### config.mk
export PLATFORM = sky130hd
export DESIGN_NAME = buddy_tree_allocator
export DESIGN_NICKNAME = d
export VERILOG_FILES = /design/src/design/bta_pkg.sv /design/src/design/buddy_tree_allocator.sv
export SDC_FILE = /design/constraint.sdc
export NUM_CORES = 2
export LEC_CHECK = 0
export BUFFER_PORTS_ARGS = -buffer_cell sky130_fd_sc_hd__buf_2
export CELL_PAD_IN_SITES_DETAIL_PLACEMENT = 0
export CELL_PAD_IN_SITES_GLOBAL_PLACEMENT = 1
export CORE_MARGIN = 3
export CORE_UTILIZATION = 25
export CTS_CLUSTER_DIAMETER = 150
export DETAILED_ROUTE_END_ITERATION = 6
export PLACE_DENSITY = 0.47
export SLEW_MARGIN = 10
export SYNTH_ARGS = -nofsm -noshare
export SYNTH_HDL_FRONTEND = slang
export SYNTH_SLANG_ARGS = --single-unit
### constraint.sdc
create_clock -name clock -period 122.3 [get_ports clock]
set_input_delay 12.23 -clock clock [delete_from_list [all_inputs] [get_ports clock]]
set_output_delay 12.23 -clock clock [all_outputs]
set_load 0.005 [all_outputs]
### src/design/bta_pkg.sv
// ----------------------------------------------------------------------------
// bta_pkg
// Shared types and constants of the buddy tree allocator: sequencer states,
// node status codes, result status codes and configuration register indexes.
// ----------------------------------------------------------------------------
package bta_pkg;

   // Default number of tree levels below the root.
   localparam int LEVELS_DEF = 8;

   // Configuration register indexes and reset values.
   localparam logic [1:0] CSR_POOL_LOG2 = 2'd0;
   localparam logic [1:0] CSR_LEAF_LOG2 = 2'd1;
   localparam logic [5:0] POOL_LOG2_RST = 6'd16;
   localparam logic [5:0] LEAF_LOG2_RST = 6'd8;

   // Request actions.
   localparam logic ACT_ALLOC = 1'b0;
   localparam logic ACT_FREE  = 1'b1;

   // Per-node status held in the tree memory.
   typedef enum logic [1:0] {
      NODE_FREE  = 2'd0,
      NODE_SPLIT = 2'd1,
      NODE_OCC   = 2'd2,
      NODE_CHOCC = 2'd3
   } node_type;

   // Result status codes.
   typedef enum logic [1:0] {
      STAT_OK        = 2'd0,
      STAT_NO_SPACE  = 2'd1,
      STAT_TOO_LARGE = 2'd2,
      STAT_BAD_FREE  = 2'd3
   } status_type;

   // Sequencer states.
   typedef enum logic [4:0] {
      S_CLEAR,
      S_IDLE,
      S_CHECK,
      S_SIZE,
      S_A_RD,
      S_A_EVAL,
      S_A_FREE,
      S_A_WR_L,
      S_A_WR_R,
      S_A_UP,
      S_A_CHK_RD,
      S_A_CHK,
      S_F_RD,
      S_F_EVAL,
      S_F_UP_RD,
      S_F_UP,
      S_FINISH
   } state_type;

endpackage

### src/design/buddy_tree_allocator.sv
// ----------------------------------------------------------------------------
// buddy_tree_allocator
// Binary buddy allocator whose tree of node states lives in a small memory
// and is walked by a sequencer.
// ----------------------------------------------------------------------------
// One transaction at a time: the single tree memory port set and the node
// sequencer serve one walk, and requests are stalled until it has finished.
// Reset (and every configuration write to a known index) starts a clearing
// pass that marks all 2^(LEVELS+1)-1 nodes free; no request is taken then.
// ----------------------------------------------------------------------------
module buddy_tree_allocator #(
   parameter int LEVELS = bta_pkg::LEVELS_DEF
) (
   input  logic        clock,
   input  logic        reset,
   // Request channel.
   input  logic        req_valid,
   output logic        req_stall,
   input  logic        req_action,
   input  logic [31:0] req_request_size,
   input  logic [31:0] req_block_offset,
   // Response channel.
   output logic        rsp_valid,
   input  logic        rsp_stall,
   output logic [1:0]  rsp_status,
   output logic [31:0] rsp_offset,
   output logic [31:0] rsp_block_bytes,
   // Configuration write port.
   input  logic        csr_write_en,
   input  logic [1:0]  csr_index,
   input  logic [5:0]  csr_wdata
);

   // Node index width, node count (heap order) and depth counter width.
   localparam int IW    = LEVELS + 1;
   localparam int NODES = (1 << IW) - 1;
   localparam int DW    = $clog2(LEVELS + 1);
   localparam logic [DW-1:0] LEVELS_D = DW'(LEVELS);
   localparam logic [IW-1:0] LAST_IDX = IW'(NODES - 1);

   // ------------------------------------------------------------------------
   // Registers
   // ------------------------------------------------------------------------
   bta_pkg::state_type  state_ff, state_in;
   logic [5:0]          pool_log2_ff, pool_log2_in;
   logic [5:0]          leaf_log2_ff, leaf_log2_in;
   logic [IW-1:0]       clr_ff, clr_in;

   // The request being worked on.
   logic                action_ff, action_in;
   logic [31:0]         size_ff, size_in;
   logic [31:0]         target_ff, target_in;
   logic [5:0]          k_ff, k_in;

   // Current node of the walk: index, depth, log2 of its size, byte offset.
   logic [IW-1:0]       idx_ff, idx_in;
   logic [DW-1:0]       dep_ff, dep_in;
   logic [5:0]          nlog_ff, nlog_in;
   logic [31:0]         base_ff, base_in;

   // First free node met by an allocation; unwinding resumes from it.
   logic [IW-1:0]       sv_idx_ff, sv_idx_in;
   logic [DW-1:0]       sv_dep_ff, sv_dep_in;
   logic [5:0]          sv_nlog_ff, sv_nlog_in;
   logic [31:0]         sv_base_ff, sv_base_in;

   logic                got_ff, got_in;
   bta_pkg::node_type   cst_ff, cst_in;

   // Result staged until the response register is free.
   bta_pkg::status_type res_status_ff, res_status_in;
   logic [31:0]         res_offset_ff, res_offset_in;
   logic [31:0]         res_bytes_ff, res_bytes_in;

   logic                rsp_valid_ff, rsp_valid_in;
   logic [1:0]          rsp_status_ff, rsp_status_in;
   logic [31:0]         rsp_offset_ff, rsp_offset_in;
   logic [31:0]         rsp_block_bytes_ff, rsp_block_bytes_in;

   // ------------------------------------------------------------------------
   // Tree memory: one write port and two registered read ports.
   // ------------------------------------------------------------------------
   bta_pkg::node_type   node_mem [NODES];
   bta_pkg::node_type   rd_a_ff, rd_b_ff;
   logic [IW-1:0]       rd_a_addr, rd_b_addr;
   logic                mem_we;
   logic [IW-1:0]       mem_wa;
   bta_pkg::node_type   mem_wd;

   always_ff @(posedge clock) begin
      if (mem_we) begin
         node_mem[mem_wa] <= mem_wd;
      end
      rd_a_ff <= node_mem[rd_a_addr];
      rd_b_ff <= node_mem[rd_b_addr];
   end

   // ------------------------------------------------------------------------
   // Pool geometry from the configuration registers. The pool size is held
   // between 2 and 2^32 bytes, and the leaf size is kept within LEVELS
   // levels below the pool and never above it.
   // ------------------------------------------------------------------------
   logic [5:0] geo_pool, geo_leaf;

   always_comb begin
      geo_pool = pool_log2_ff;
      if (pool_log2_ff == 6'd0) begin
         geo_pool = 6'd1;
      end else if (pool_log2_ff > 6'd32) begin
         geo_pool = 6'd32;
      end
      geo_leaf = leaf_log2_ff;
      if (({1'b0, leaf_log2_ff} + 7'(LEVELS)) < {1'b0, geo_pool}) begin
         geo_leaf = geo_pool - 6'(LEVELS);
      end
      if (geo_leaf > geo_pool) begin
         geo_leaf = geo_pool;
      end
   end

   // ------------------------------------------------------------------------
   // Node arithmetic around the current node.
   // ------------------------------------------------------------------------
   logic [IW-1:0] left_idx, right_idx, parent_idx, sib_idx;
   logic [31:0]   node_bit, half_bit;
   logic [31:0]   eff_size;
   logic [31:0]   node_bytes;
   logic          want_split, at_bottom, tgt_bit;
   logic          rd_a_full, rd_b_full;

   always_comb begin
      left_idx   = {idx_ff[IW-2:0], 1'b1};
      right_idx  = left_idx + IW'(1);
      parent_idx = (idx_ff - IW'(1)) >> 1;
      sib_idx    = idx_ff[0] ? (idx_ff + IW'(1)) : (idx_ff - IW'(1));
      node_bit   = 32'd1 << nlog_ff[4:0];
      half_bit   = 32'd1 << 5'(nlog_ff - 6'd1);
      tgt_bit    = target_ff[5'(nlog_ff - 6'd1)];
      eff_size   = (size_ff == 32'd0) ? 32'd1 : size_ff;
      node_bytes = (nlog_ff >= 6'd32) ? 32'hFFFF_FFFF : node_bit;
      want_split = nlog_ff > k_ff;
      at_bottom  = dep_ff == LEVELS_D;
      rd_a_full  = (rd_a_ff == bta_pkg::NODE_OCC) || (rd_a_ff == bta_pkg::NODE_CHOCC);
      rd_b_full  = (rd_b_ff == bta_pkg::NODE_OCC) || (rd_b_ff == bta_pkg::NODE_CHOCC);
   end

   // ------------------------------------------------------------------------
   // Sequencer.
   // An allocation walks the tree depth first, left child first, through
   // split nodes. A free node ends the descent: it is split level by level
   // down to the wanted size and the last one is marked occupied. Unwinding
   // then climbs back, trying the right child where the left one failed and
   // marking a parent whose children are both full.
   // A free descends by offset to the occupied node, frees it and climbs,
   // merging free buddies and marking parents split until nothing changes.
   // ------------------------------------------------------------------------
   always_comb begin
      state_in           = state_ff;
      pool_log2_in       = pool_log2_ff;
      leaf_log2_in       = leaf_log2_ff;
      clr_in             = clr_ff;
      action_in          = action_ff;
      size_in            = size_ff;
      target_in          = target_ff;
      k_in               = k_ff;
      idx_in             = idx_ff;
      dep_in             = dep_ff;
      nlog_in            = nlog_ff;
      base_in            = base_ff;
      sv_idx_in          = sv_idx_ff;
      sv_dep_in          = sv_dep_ff;
      sv_nlog_in         = sv_nlog_ff;
      sv_base_in         = sv_base_ff;
      got_in             = got_ff;
      cst_in             = cst_ff;
      res_status_in      = res_status_ff;
      res_offset_in      = res_offset_ff;
      res_bytes_in       = res_bytes_ff;
      rsp_valid_in       = rsp_valid_ff && rsp_stall;
      rsp_status_in      = rsp_status_ff;
      rsp_offset_in      = rsp_offset_ff;
      rsp_block_bytes_in = rsp_block_bytes_ff;
      rd_a_addr          = idx_ff;
      rd_b_addr          = idx_ff;
      mem_we             = 1'b0;
      mem_wa             = idx_ff;
      mem_wd             = bta_pkg::NODE_FREE;

      unique case (state_ff)
         bta_pkg::S_CLEAR: begin
            mem_we = 1'b1;
            mem_wa = clr_ff;
            clr_in = clr_ff + IW'(1);
            if (clr_ff == LAST_IDX) begin
               state_in = bta_pkg::S_IDLE;
            end
         end

         bta_pkg::S_IDLE: begin
            if (req_valid) begin
               action_in     = req_action;
               size_in       = req_request_size;
               target_in     = req_block_offset;
               k_in          = 6'd0;
               got_in        = 1'b0;
               res_status_in = bta_pkg::STAT_OK;
               res_offset_in = 32'd0;
               res_bytes_in  = 32'd0;
               state_in      = bta_pkg::S_CHECK;
            end
         end

         bta_pkg::S_CHECK: begin
            idx_in  = '0;
            dep_in  = '0;
            nlog_in = geo_pool;
            base_in = 32'd0;
            if (action_ff == bta_pkg::ACT_ALLOC) begin
               if ({1'b0, eff_size} >= (33'd1 << geo_pool)) begin
                  res_status_in = bta_pkg::STAT_TOO_LARGE;
                  state_in      = bta_pkg::S_FINISH;
               end else begin
                  size_in  = eff_size - 32'd1;
                  state_in = bta_pkg::S_SIZE;
               end
            end else begin
               if ({1'b0, target_ff} >= (33'd1 << geo_pool)) begin
                  res_status_in = bta_pkg::STAT_BAD_FREE;
                  state_in      = bta_pkg::S_FINISH;
               end else begin
                  state_in = bta_pkg::S_F_RD;
               end
            end
         end

         // Rounded size exponent: count the bits of size minus one.
         bta_pkg::S_SIZE: begin
            if (size_ff == 32'd0) begin
               state_in = bta_pkg::S_A_RD;
            end else begin
               size_in = size_ff >> 1;
               k_in    = k_ff + 6'd1;
            end
         end

         bta_pkg::S_A_RD: begin
            state_in = bta_pkg::S_A_EVAL;
         end

         bta_pkg::S_A_EVAL: begin
            if ((rd_a_ff == bta_pkg::NODE_OCC) || (rd_a_ff == bta_pkg::NODE_CHOCC)) begin
               got_in   = 1'b0;
               state_in = bta_pkg::S_A_UP;
            end else if (rd_a_ff == bta_pkg::NODE_FREE) begin
               sv_idx_in  = idx_ff;
               sv_dep_in  = dep_ff;
               sv_nlog_in = nlog_ff;
               sv_base_in = base_ff;
               state_in   = bta_pkg::S_A_FREE;
            end else if (!want_split || (nlog_ff <= geo_leaf) || at_bottom) begin
               got_in   = 1'b0;
               state_in = bta_pkg::S_A_UP;
            end else begin
               idx_in   = left_idx;
               dep_in   = dep_ff + DW'(1);
               nlog_in  = nlog_ff - 6'd1;
               state_in = bta_pkg::S_A_RD;
            end
         end

         // The current node is known free: split it or take it.
         bta_pkg::S_A_FREE: begin
            mem_we = 1'b1;
            if ((nlog_ff != geo_leaf) && want_split && !at_bottom) begin
               mem_wd   = bta_pkg::NODE_SPLIT;
               state_in = bta_pkg::S_A_WR_L;
            end else begin
               mem_wd        = bta_pkg::NODE_OCC;
               res_offset_in = base_ff;
               res_bytes_in  = node_bytes;
               got_in        = 1'b1;
               idx_in        = sv_idx_ff;
               dep_in        = sv_dep_ff;
               nlog_in       = sv_nlog_ff;
               base_in       = sv_base_ff;
               state_in      = bta_pkg::S_A_UP;
            end
         end

         bta_pkg::S_A_WR_L: begin
            mem_we   = 1'b1;
            mem_wa   = left_idx;
            state_in = bta_pkg::S_A_WR_R;
         end

         bta_pkg::S_A_WR_R: begin
            mem_we   = 1'b1;
            mem_wa   = right_idx;
            idx_in   = left_idx;
            dep_in   = dep_ff + DW'(1);
            nlog_in  = nlog_ff - 6'd1;
            state_in = bta_pkg::S_A_FREE;
         end

         // The current node has returned got_ff to its parent.
         bta_pkg::S_A_UP: begin
            if (dep_ff == '0) begin
               res_status_in = got_ff ? bta_pkg::STAT_OK : bta_pkg::STAT_NO_SPACE;
               state_in      = bta_pkg::S_FINISH;
            end else if (!got_ff && idx_ff[0]) begin
               idx_in   = idx_ff + IW'(1);
               base_in  = base_ff | node_bit;
               state_in = bta_pkg::S_A_RD;
            end else begin
               idx_in   = parent_idx;
               dep_in   = dep_ff - DW'(1);
               nlog_in  = nlog_ff + 6'd1;
               base_in  = base_ff & ~node_bit;
               state_in = bta_pkg::S_A_CHK_RD;
            end
         end

         bta_pkg::S_A_CHK_RD: begin
            rd_a_addr = left_idx;
            rd_b_addr = right_idx;
            state_in  = bta_pkg::S_A_CHK;
         end

         bta_pkg::S_A_CHK: begin
            if (rd_a_full && rd_b_full) begin
               mem_we = 1'b1;
               mem_wd = bta_pkg::NODE_CHOCC;
            end
            state_in = bta_pkg::S_A_UP;
         end

         bta_pkg::S_F_RD: begin
            state_in = bta_pkg::S_F_EVAL;
         end

         bta_pkg::S_F_EVAL: begin
            if (rd_a_ff == bta_pkg::NODE_OCC) begin
               mem_we        = 1'b1;
               cst_in        = bta_pkg::NODE_FREE;
               res_offset_in = base_ff;
               res_bytes_in  = node_bytes;
               state_in      = (dep_ff == '0) ? bta_pkg::S_FINISH : bta_pkg::S_F_UP_RD;
            end else if ((rd_a_ff == bta_pkg::NODE_FREE) || (nlog_ff <= geo_leaf) ||
                         at_bottom) begin
               res_status_in = bta_pkg::STAT_BAD_FREE;
               state_in      = bta_pkg::S_FINISH;
            end else begin
               idx_in   = tgt_bit ? right_idx : left_idx;
               base_in  = tgt_bit ? (base_ff | half_bit) : base_ff;
               dep_in   = dep_ff + DW'(1);
               nlog_in  = nlog_ff - 6'd1;
               state_in = bta_pkg::S_F_RD;
            end
         end

         bta_pkg::S_F_UP_RD: begin
            rd_a_addr = sib_idx;
            rd_b_addr = parent_idx;
            state_in  = bta_pkg::S_F_UP;
         end

         // Port A holds the buddy, port B the parent.
         bta_pkg::S_F_UP: begin
            mem_wa = parent_idx;
            if ((cst_ff == bta_pkg::NODE_FREE) && (rd_a_ff == bta_pkg::NODE_FREE)) begin
               mem_we = 1'b1;
               mem_wd = bta_pkg::NODE_FREE;
               cst_in = bta_pkg::NODE_FREE;
            end else if (rd_b_ff != bta_pkg::NODE_SPLIT) begin
               mem_we = 1'b1;
               mem_wd = bta_pkg::NODE_SPLIT;
               cst_in = bta_pkg::NODE_SPLIT;
            end
            idx_in = parent_idx;
            dep_in = dep_ff - DW'(1);
            if (!mem_we || (dep_ff == DW'(1))) begin
               state_in = bta_pkg::S_FINISH;
            end else begin
               state_in = bta_pkg::S_F_UP_RD;
            end
         end

         bta_pkg::S_FINISH: begin
            if (!rsp_valid_ff || !rsp_stall) begin
               rsp_valid_in       = 1'b1;
               rsp_status_in      = res_status_ff;
               rsp_offset_in      = res_offset_ff;
               rsp_block_bytes_in = res_bytes_ff;
               state_in           = bta_pkg::S_IDLE;
            end
         end

         default: begin
            state_in = bta_pkg::S_CLEAR;
            clr_in   = '0;
         end
      endcase

      // A configuration write replaces the geometry and drops every block,
      // so the tree is cleared again. Unknown indexes are ignored.
      if (csr_write_en) begin
         if (csr_index == bta_pkg::CSR_POOL_LOG2) begin
            pool_log2_in = csr_wdata;
            state_in     = bta_pkg::S_CLEAR;
            clr_in       = '0;
         end else if (csr_index == bta_pkg::CSR_LEAF_LOG2) begin
            leaf_log2_in = csr_wdata;
            state_in     = bta_pkg::S_CLEAR;
            clr_in       = '0;
         end
      end
   end

   // ------------------------------------------------------------------------
   // Control registers.
   // ------------------------------------------------------------------------
   always_ff @(posedge clock) begin
      if (reset) begin
         state_ff     <= bta_pkg::S_CLEAR;
         clr_ff       <= '0;
         pool_log2_ff <= bta_pkg::POOL_LOG2_RST;
         leaf_log2_ff <= bta_pkg::LEAF_LOG2_RST;
         rsp_valid_ff <= 1'b0;
      end else begin
         state_ff     <= state_in;
         clr_ff       <= clr_in;
         pool_log2_ff <= pool_log2_in;
         leaf_log2_ff <= leaf_log2_in;
         rsp_valid_ff <= rsp_valid_in;
      end
   end

   // ------------------------------------------------------------------------
   // Payload and walk registers.
   // ------------------------------------------------------------------------
   always_ff @(posedge clock) begin
      action_ff          <= action_in;
      size_ff            <= size_in;
      target_ff          <= target_in;
      k_ff               <= k_in;
      idx_ff             <= idx_in;
      dep_ff             <= dep_in;
      nlog_ff            <= nlog_in;
      base_ff            <= base_in;
      sv_idx_ff          <= sv_idx_in;
      sv_dep_ff          <= sv_dep_in;
      sv_nlog_ff         <= sv_nlog_in;
      sv_base_ff         <= sv_base_in;
      got_ff             <= got_in;
      cst_ff             <= cst_in;
      res_status_ff      <= res_status_in;
      res_offset_ff      <= res_offset_in;
      res_bytes_ff       <= res_bytes_in;
      rsp_status_ff      <= rsp_status_in;
      rsp_offset_ff      <= rsp_offset_in;
      rsp_block_bytes_ff <= rsp_block_bytes_in;
   end

   // A request transaction is taken only between walks, and a finished
   // result waits in the response register while the next one is accepted.
   assign req_stall       = state_ff != bta_pkg::S_IDLE;
   assign rsp_valid       = rsp_valid_ff;
   assign rsp_status      = rsp_status_ff;
   assign rsp_offset      = rsp_offset_ff;
   assign rsp_block_bytes = rsp_block_bytes_ff;

endmodule

Yosys cells after proc, flatten, opt, wreduce, memory -nomap -nowiden:

Memories as Yosys holds them, arrays and structs flattened. A register that Yosys moved wholly into a read port is not among the register bits.
Index checks and enable logic that the tools add are counted.

* bits in registers: 335
* RAM bits: 1022
* bits of input ports: 78
* output and inout port bits: 68
* logic and storage cells: 278
* memories kept: 1

Memories
* node_mem: words 511, bits a word 2, read ports 2, clocked after Yosys merged registers in 2, wr ports 1, line buddy_tree_allocator.sv:83 `bta_pkg::node_type node_mem [NODES];`

* $add $sub $neg: 12
* order comparisons: 9
* equality and inequality tests: 48
* shift-type cells: 3
* muxes and demuxes: 121
* bitwise logic cells: 6
* reductions and logical operators: 53

Operators by type and width (count)
* two-way mux 32 bit: 17
* case mux 32 bit (3 select lines): 3
* case mux 32 bit (4 select lines): 1
* two-way mux 9 bit: 13
* case mux 5 bit (17 select lines): 1
* two-way mux 6 bit: 14
* two-way mux 5 bit: 15
* greater-or-equal comparator 32 x 33 -> 1 bit: 2
* bitwise OR 32 bit: 2
* left shift 1 x 5 -> 32 bit, first input constant: 2
* case mux 9 bit (7 select lines): 1
* case mux 9 bit (2 select lines): 3
* two-way mux 4 bit: 13
* == test 5 x 4 -> 1 bit, second input constant: 8
* case mux 6 bit (6 select lines): 1
* case mux 9 bit (4 select lines): 1
* left shift 1 x 6 -> 33 bit, first input constant: 1
* AND 32 bit: 1
* zero test 32 bit: 1
* != test 2 bit, second input constant: 16
* inverter 32 bit: 1
* subtractor 32 x 1 -> 32 bit, second input constant: 1
* case mux 4 bit (7 select lines): 1
* adder 9 x 1 -> 9 bit, second input constant: 3
* other kinds (58): 130

Logic depth before layout (Yosys ltp):

* depth in word-level cells: 17
* gate-level depth with buffers: 36
* gate-level depth less buffers: 34

Least setup slack after synthesis:

OpenSTA, ideal clock, no wires.

* kind: reg2reg
* start point: reg state_ff[0]
* end point: mem node_mem[0][0] (netlist bit) (data pin)
* setup time: 6.498 ns
* data arrival time: 33.194 ns
* data required time: 115.802 ns
* slack: 82.608 ns
* stages on the path, launching flop included: 6
* path buffers: 2
* clock period less this slack: 39.692 ns
* path through: dfxtp_1 > buf_2 > and2_0 > clkbuf_1 > nand2_1 > o311ai_0

* word-level cells in the longest chain between the ends: 2
* elaborated cells on any way between the ends: 4
* those cells by class: eq/ne: 3; mux: 1

RTL lines
* start: declaration: line buddy_tree_allocator.sv:44 `bta_pkg::state_type state_ff, state_in;`
* start signal: assignment: line buddy_tree_allocator.sv:424 `state_ff <= bta_pkg::S_CLEAR;`
* start signal: assignment: line buddy_tree_allocator.sv:430 `state_ff <= state_in;`
* == test 5 x 4 -> 1 bit or == test 5 x 3 -> 1 bit (tied branches): line buddy_tree_allocator.sv:189 `unique case (state_ff)`
* case mux 2 bit (3 select lines) (*): line buddy_tree_allocator.sv:189
* via mem_wd[0]: line buddy_tree_allocator.sv:88 `bta_pkg::node_type mem_wd;`
* end: declaration: line buddy_tree_allocator.sv:83

Mark *: on every way through the listed nets, which the timed path passes. The rest lies on a longest branch.

Final worst setup path:

* start point: reg state_ff[4]
* end point: out req_stall

* word-level cells in the longest chain between the ends: 1

RTL lines
* != test 5 x 1 -> 1 bit: line buddy_tree_allocator.sv:466 `assign req_stall = state_ff != bta_pkg::S_IDLE;`
* end: declaration: line buddy_tree_allocator.sv:18 `output logic req_stall,`

Every way passes these cells.

==> flow_metrics.tcl <==
set metrics [dict create \
    grt_pass1_wl_um 465000 \
    hp-class "flop to flop" \
    r2r_end "node_mem[421][1]" \
    async_flop_share_pct 0 \
    coreArea_mm2 0.286 \
    power.density_mw_per_mm2 12.6 \
    finalWirelength_um 330000 \
    die_h_um 542 \
    netlist_area_mm2 0.0719 \
    dp.cells 11000 \
    hold_viol_final 0 \
    root_buffer "clkbuf_16" \
    drtAntennaViolNets 0 \
    synth-seq-area-share_pct 56.4 \
    critPathCaptureType "primary output" \
    drive_above_1_share_pct 9.33 \
    slew_headroom_pct 18.0 \
    seqPwrFrac_pct 48.6 \
    vias 60500 \
    startpoint_type "flop" \
    multi_input_area_mm2 0.0289 \
    clk_latency_ps 870 \
    fmax_mhz 67.8 \
    ys_seq_elements 1360 \
    rsz0062_at_grt "no" \
    ios 146 \
    power_frac_comb_pct 1.4 \
    p_int_uw 816 \
    p_leak_uw 0.0275 \
    post-route-period-util_pct 12.1 \
    overflow 0 \
    finalSetupViolations 0 \
    cts.clk_slew.worst_paths_ps 60 \
    synth_top_area_share_pct 55.5 \
    port_buffers 145 \
    synth_enable_flop_cells 1329 \
    wl_per_cell_um 29.3 \
    startpoint "state_ff[4]" \
    numCtsBuffers 173 \
    grt-busiest-layer "met2" \
    worstPathArrival_ps 2520 \
    crit_chain "nor3_1 -> buf_4 -> nand2_1 -> buf_2" \
    synth_ff_type "edfxtp_1" \
    r2r-start "pool_log2_ff[5]" \
    worst_slew_pin_slew_ps 1230 \
    crit_required_ps 110070 \
    fin_crit_ps 14750 \
    pwr-share-clk_pct 50.0 \
    cts_resized 0 \
    holdBufCountCts 0 \
    maxCapViolCount 0 \
    switching_power_uw 223 \
    antenna_found_initial 19 \
    outcome "finished, final reports clean" \
    grt.met1_usage_pct 30.1 \
    synth_cells 7500 \
    floorplan.initialDensity_pct 25.2 \
    gp_congestion 0.839 \
    dp_hpwl_um 201000 \
    regArea_mm2 0.0405 \
    rr_worst_depth 33 \
    fin_util_pct 28.7 \
    clock_skew_ps 64.2 \
    worstSetupEndpoint "req_stall" \
    r2r_slack_ps 111360 \
    grt_max_degree 115 \
    yosys.area.top_type "edfxtp_1" \
    fin_cells 11300 \
    die_area_mm2 0.294 \
    htreeDepth 4 \
    switching_share_pct 21.4 \
    area_delta_synth_final_pct 14.2 \
    slowest_delay_ps 940 \
    drv_slew 0 \
    yosysWarnings 0 \
    cts_sinks 1360 \
    vias_per_cell 5.36 \
    dr.pass1.iters 6 \
    fin_setup_tns_ps 0 \
    met2_usage_pct 34.7 \
    avgSynthCellArea_um2 9.58 \
    fill_cells 29900 \
    cts_setup_buffers 0 \
    grt_pass1_vias 59000 \
    ys_types 98 \
    clockBufferDepth 4 \
    synth_area_leaders "edfxtp_1 (56%), nand2_1 (11%), nand3_1 (6.1%)" \
    first_iter_violations 6592 \
    dieWidth_um 542 \
    remaining_drc_errors 0 \
    placed_area_mm2 0.0766 \
    row_count 196 \
    irDropWorstVdd_mv 0.0106 \
    track_usage_pct 21.7 \
    fin_nets 7586 \
    critPathSlowestCell "dfxtp_1" \
    cts_tree "done" \
    worst-setup-path-type "flop to primary output" \
    cp_max_fo 27 \
    gr-usage-met3_pct 3.29 \
    fin_area_mm2 0.0821 \
]
==> logic make-up after synthesis <==
family	share of synthesized area, %
fa+ha+maj	1.86
compound gates	9.27
buf+inv	3.99
xor+xnor	0.621
simple gates	25.3
mux	2.56
flops	56.4
other cells	0.00522
==> cell type report <==
type / count / share of cell area (%)
flip-flops and latches: 1360 / 49.4
clock inverters: 93 / 1.19
inverters: 41 / 0.187
clock buffers: 208 / 5.57
diodes: 6 / 0.0183
multi-input cells: 5498 / 35.2
repair buffers: 327 / 2.75
well taps: 3762 / 5.73
==> cells in the mapped netlist (all sizes together) (12+ instances only) <==
cell type  instances
nand2           2122
edfxtp          1329
nand3            872
nor2             740
buf              337
clkbuf           265
a21oi            256
and3             162
o21ai            142
a31oi            132
a311oi           122
ha               107
mux2i             97
nor3              80
nor2b             65
nand4             45
a22oi             42
inv               41
o221ai            38
a211oi            37
xnor2             37
nor4              33
dfxtp             31
mux4              31
a221oi            25
a21o              24
and2              22
nand2b            21
o211ai            19
or3               17
a2111oi           15
mux2              15
o22ai             15
a32oi             14
xor2              14
a22o              12
==> stage by stage <==
stage | setup WS, ps | total power (uW) | hold WS [ps]
finish | 107550 | 1040 | 418
detailed placement | 108380 | 529 | 405
floorplan | 82610 | 521 | 400
CTS | 107490 | 1050 | 419
global route | 107420 | 1070 | 433
global placement | 108410 | 528 | 408
==> sequential cells by signal (all words and copies together) (netlist names), 9 cells and up <==
name / flops
base_ff: 32
clr_ff: 9
idx_ff: 9
node_mem: 1022
res_bytes_ff: 32
res_offset_ff: 32
rsp_block_bytes: 32
rsp_offset: 32
size_ff: 32
sv_base_ff: 32
sv_idx_ff: 9
target_ff: 32
==> metal layers <==
metal,vias to the layer above,share of wire (%)
met2,2477,46
li1,26800,-
met4,4,3.1
met5,-,0.0082
met3,450,6.5
met1,30800,45
==> how the worst min path moves through the flow <==
stage                     start                  end  slack, ps  cells past startpoint
2_1_floorplan   res_bytes_ff[0]   rsp_block_bytes[0]        400                      0
3_3_place_gp    res_bytes_ff[0]   rsp_block_bytes[0]        410                      0
3_5_place_dp   res_bytes_ff[13]  rsp_block_bytes[13]        400                      0
4_1_cts        res_bytes_ff[15]  rsp_block_bytes[15]        420                      0
5_1_grt        res_offset_ff[3]        rsp_offset[3]        430                      0
6_report       res_bytes_ff[15]  rsp_block_bytes[15]        420                      0
==> power groups by stage <==
stage | logic, uW | clock network [uW] | registers (uW)
2_1_floorplan | 7.19 | 0 | 514
3_3_place_gp | 14.0 | 0 | 514
3_5_place_dp | 14.2 | 0 | 514
4_1_cts | 14.3 | 532 | 505
5_1_grt | 15.3 | 550 | 504
6_report | 14.3 | 520 | 505
==> critical path: cells and delay by family (launching register included) <==
| family | cells | cell delay [ps] |
|---|---|---|
| flops | 1 | 940 |
| simple gates | 2 | 330 |
| buf+inv | 2 | 430 |
==> layout by cell type (no fill, tap or decap), types with 121 or more instances in the layout <==
master | netlist | final
nand2_1 | 2122 | 2102
edfxtp_1 | 1329 | 1329
nand3_1 | 871 | 870
nor2_1 | 736 | 719
a21oi_1 | 255 | 252
clkbuf_16 | 0 | 178
buf_4 | 23 | 169
and3_1 | 162 | 160
buf_2 | 217 | 145
a31oi_1 | 131 | 131
o21ai_0 | 124 | 121
(Power assumes the default switching activity.)
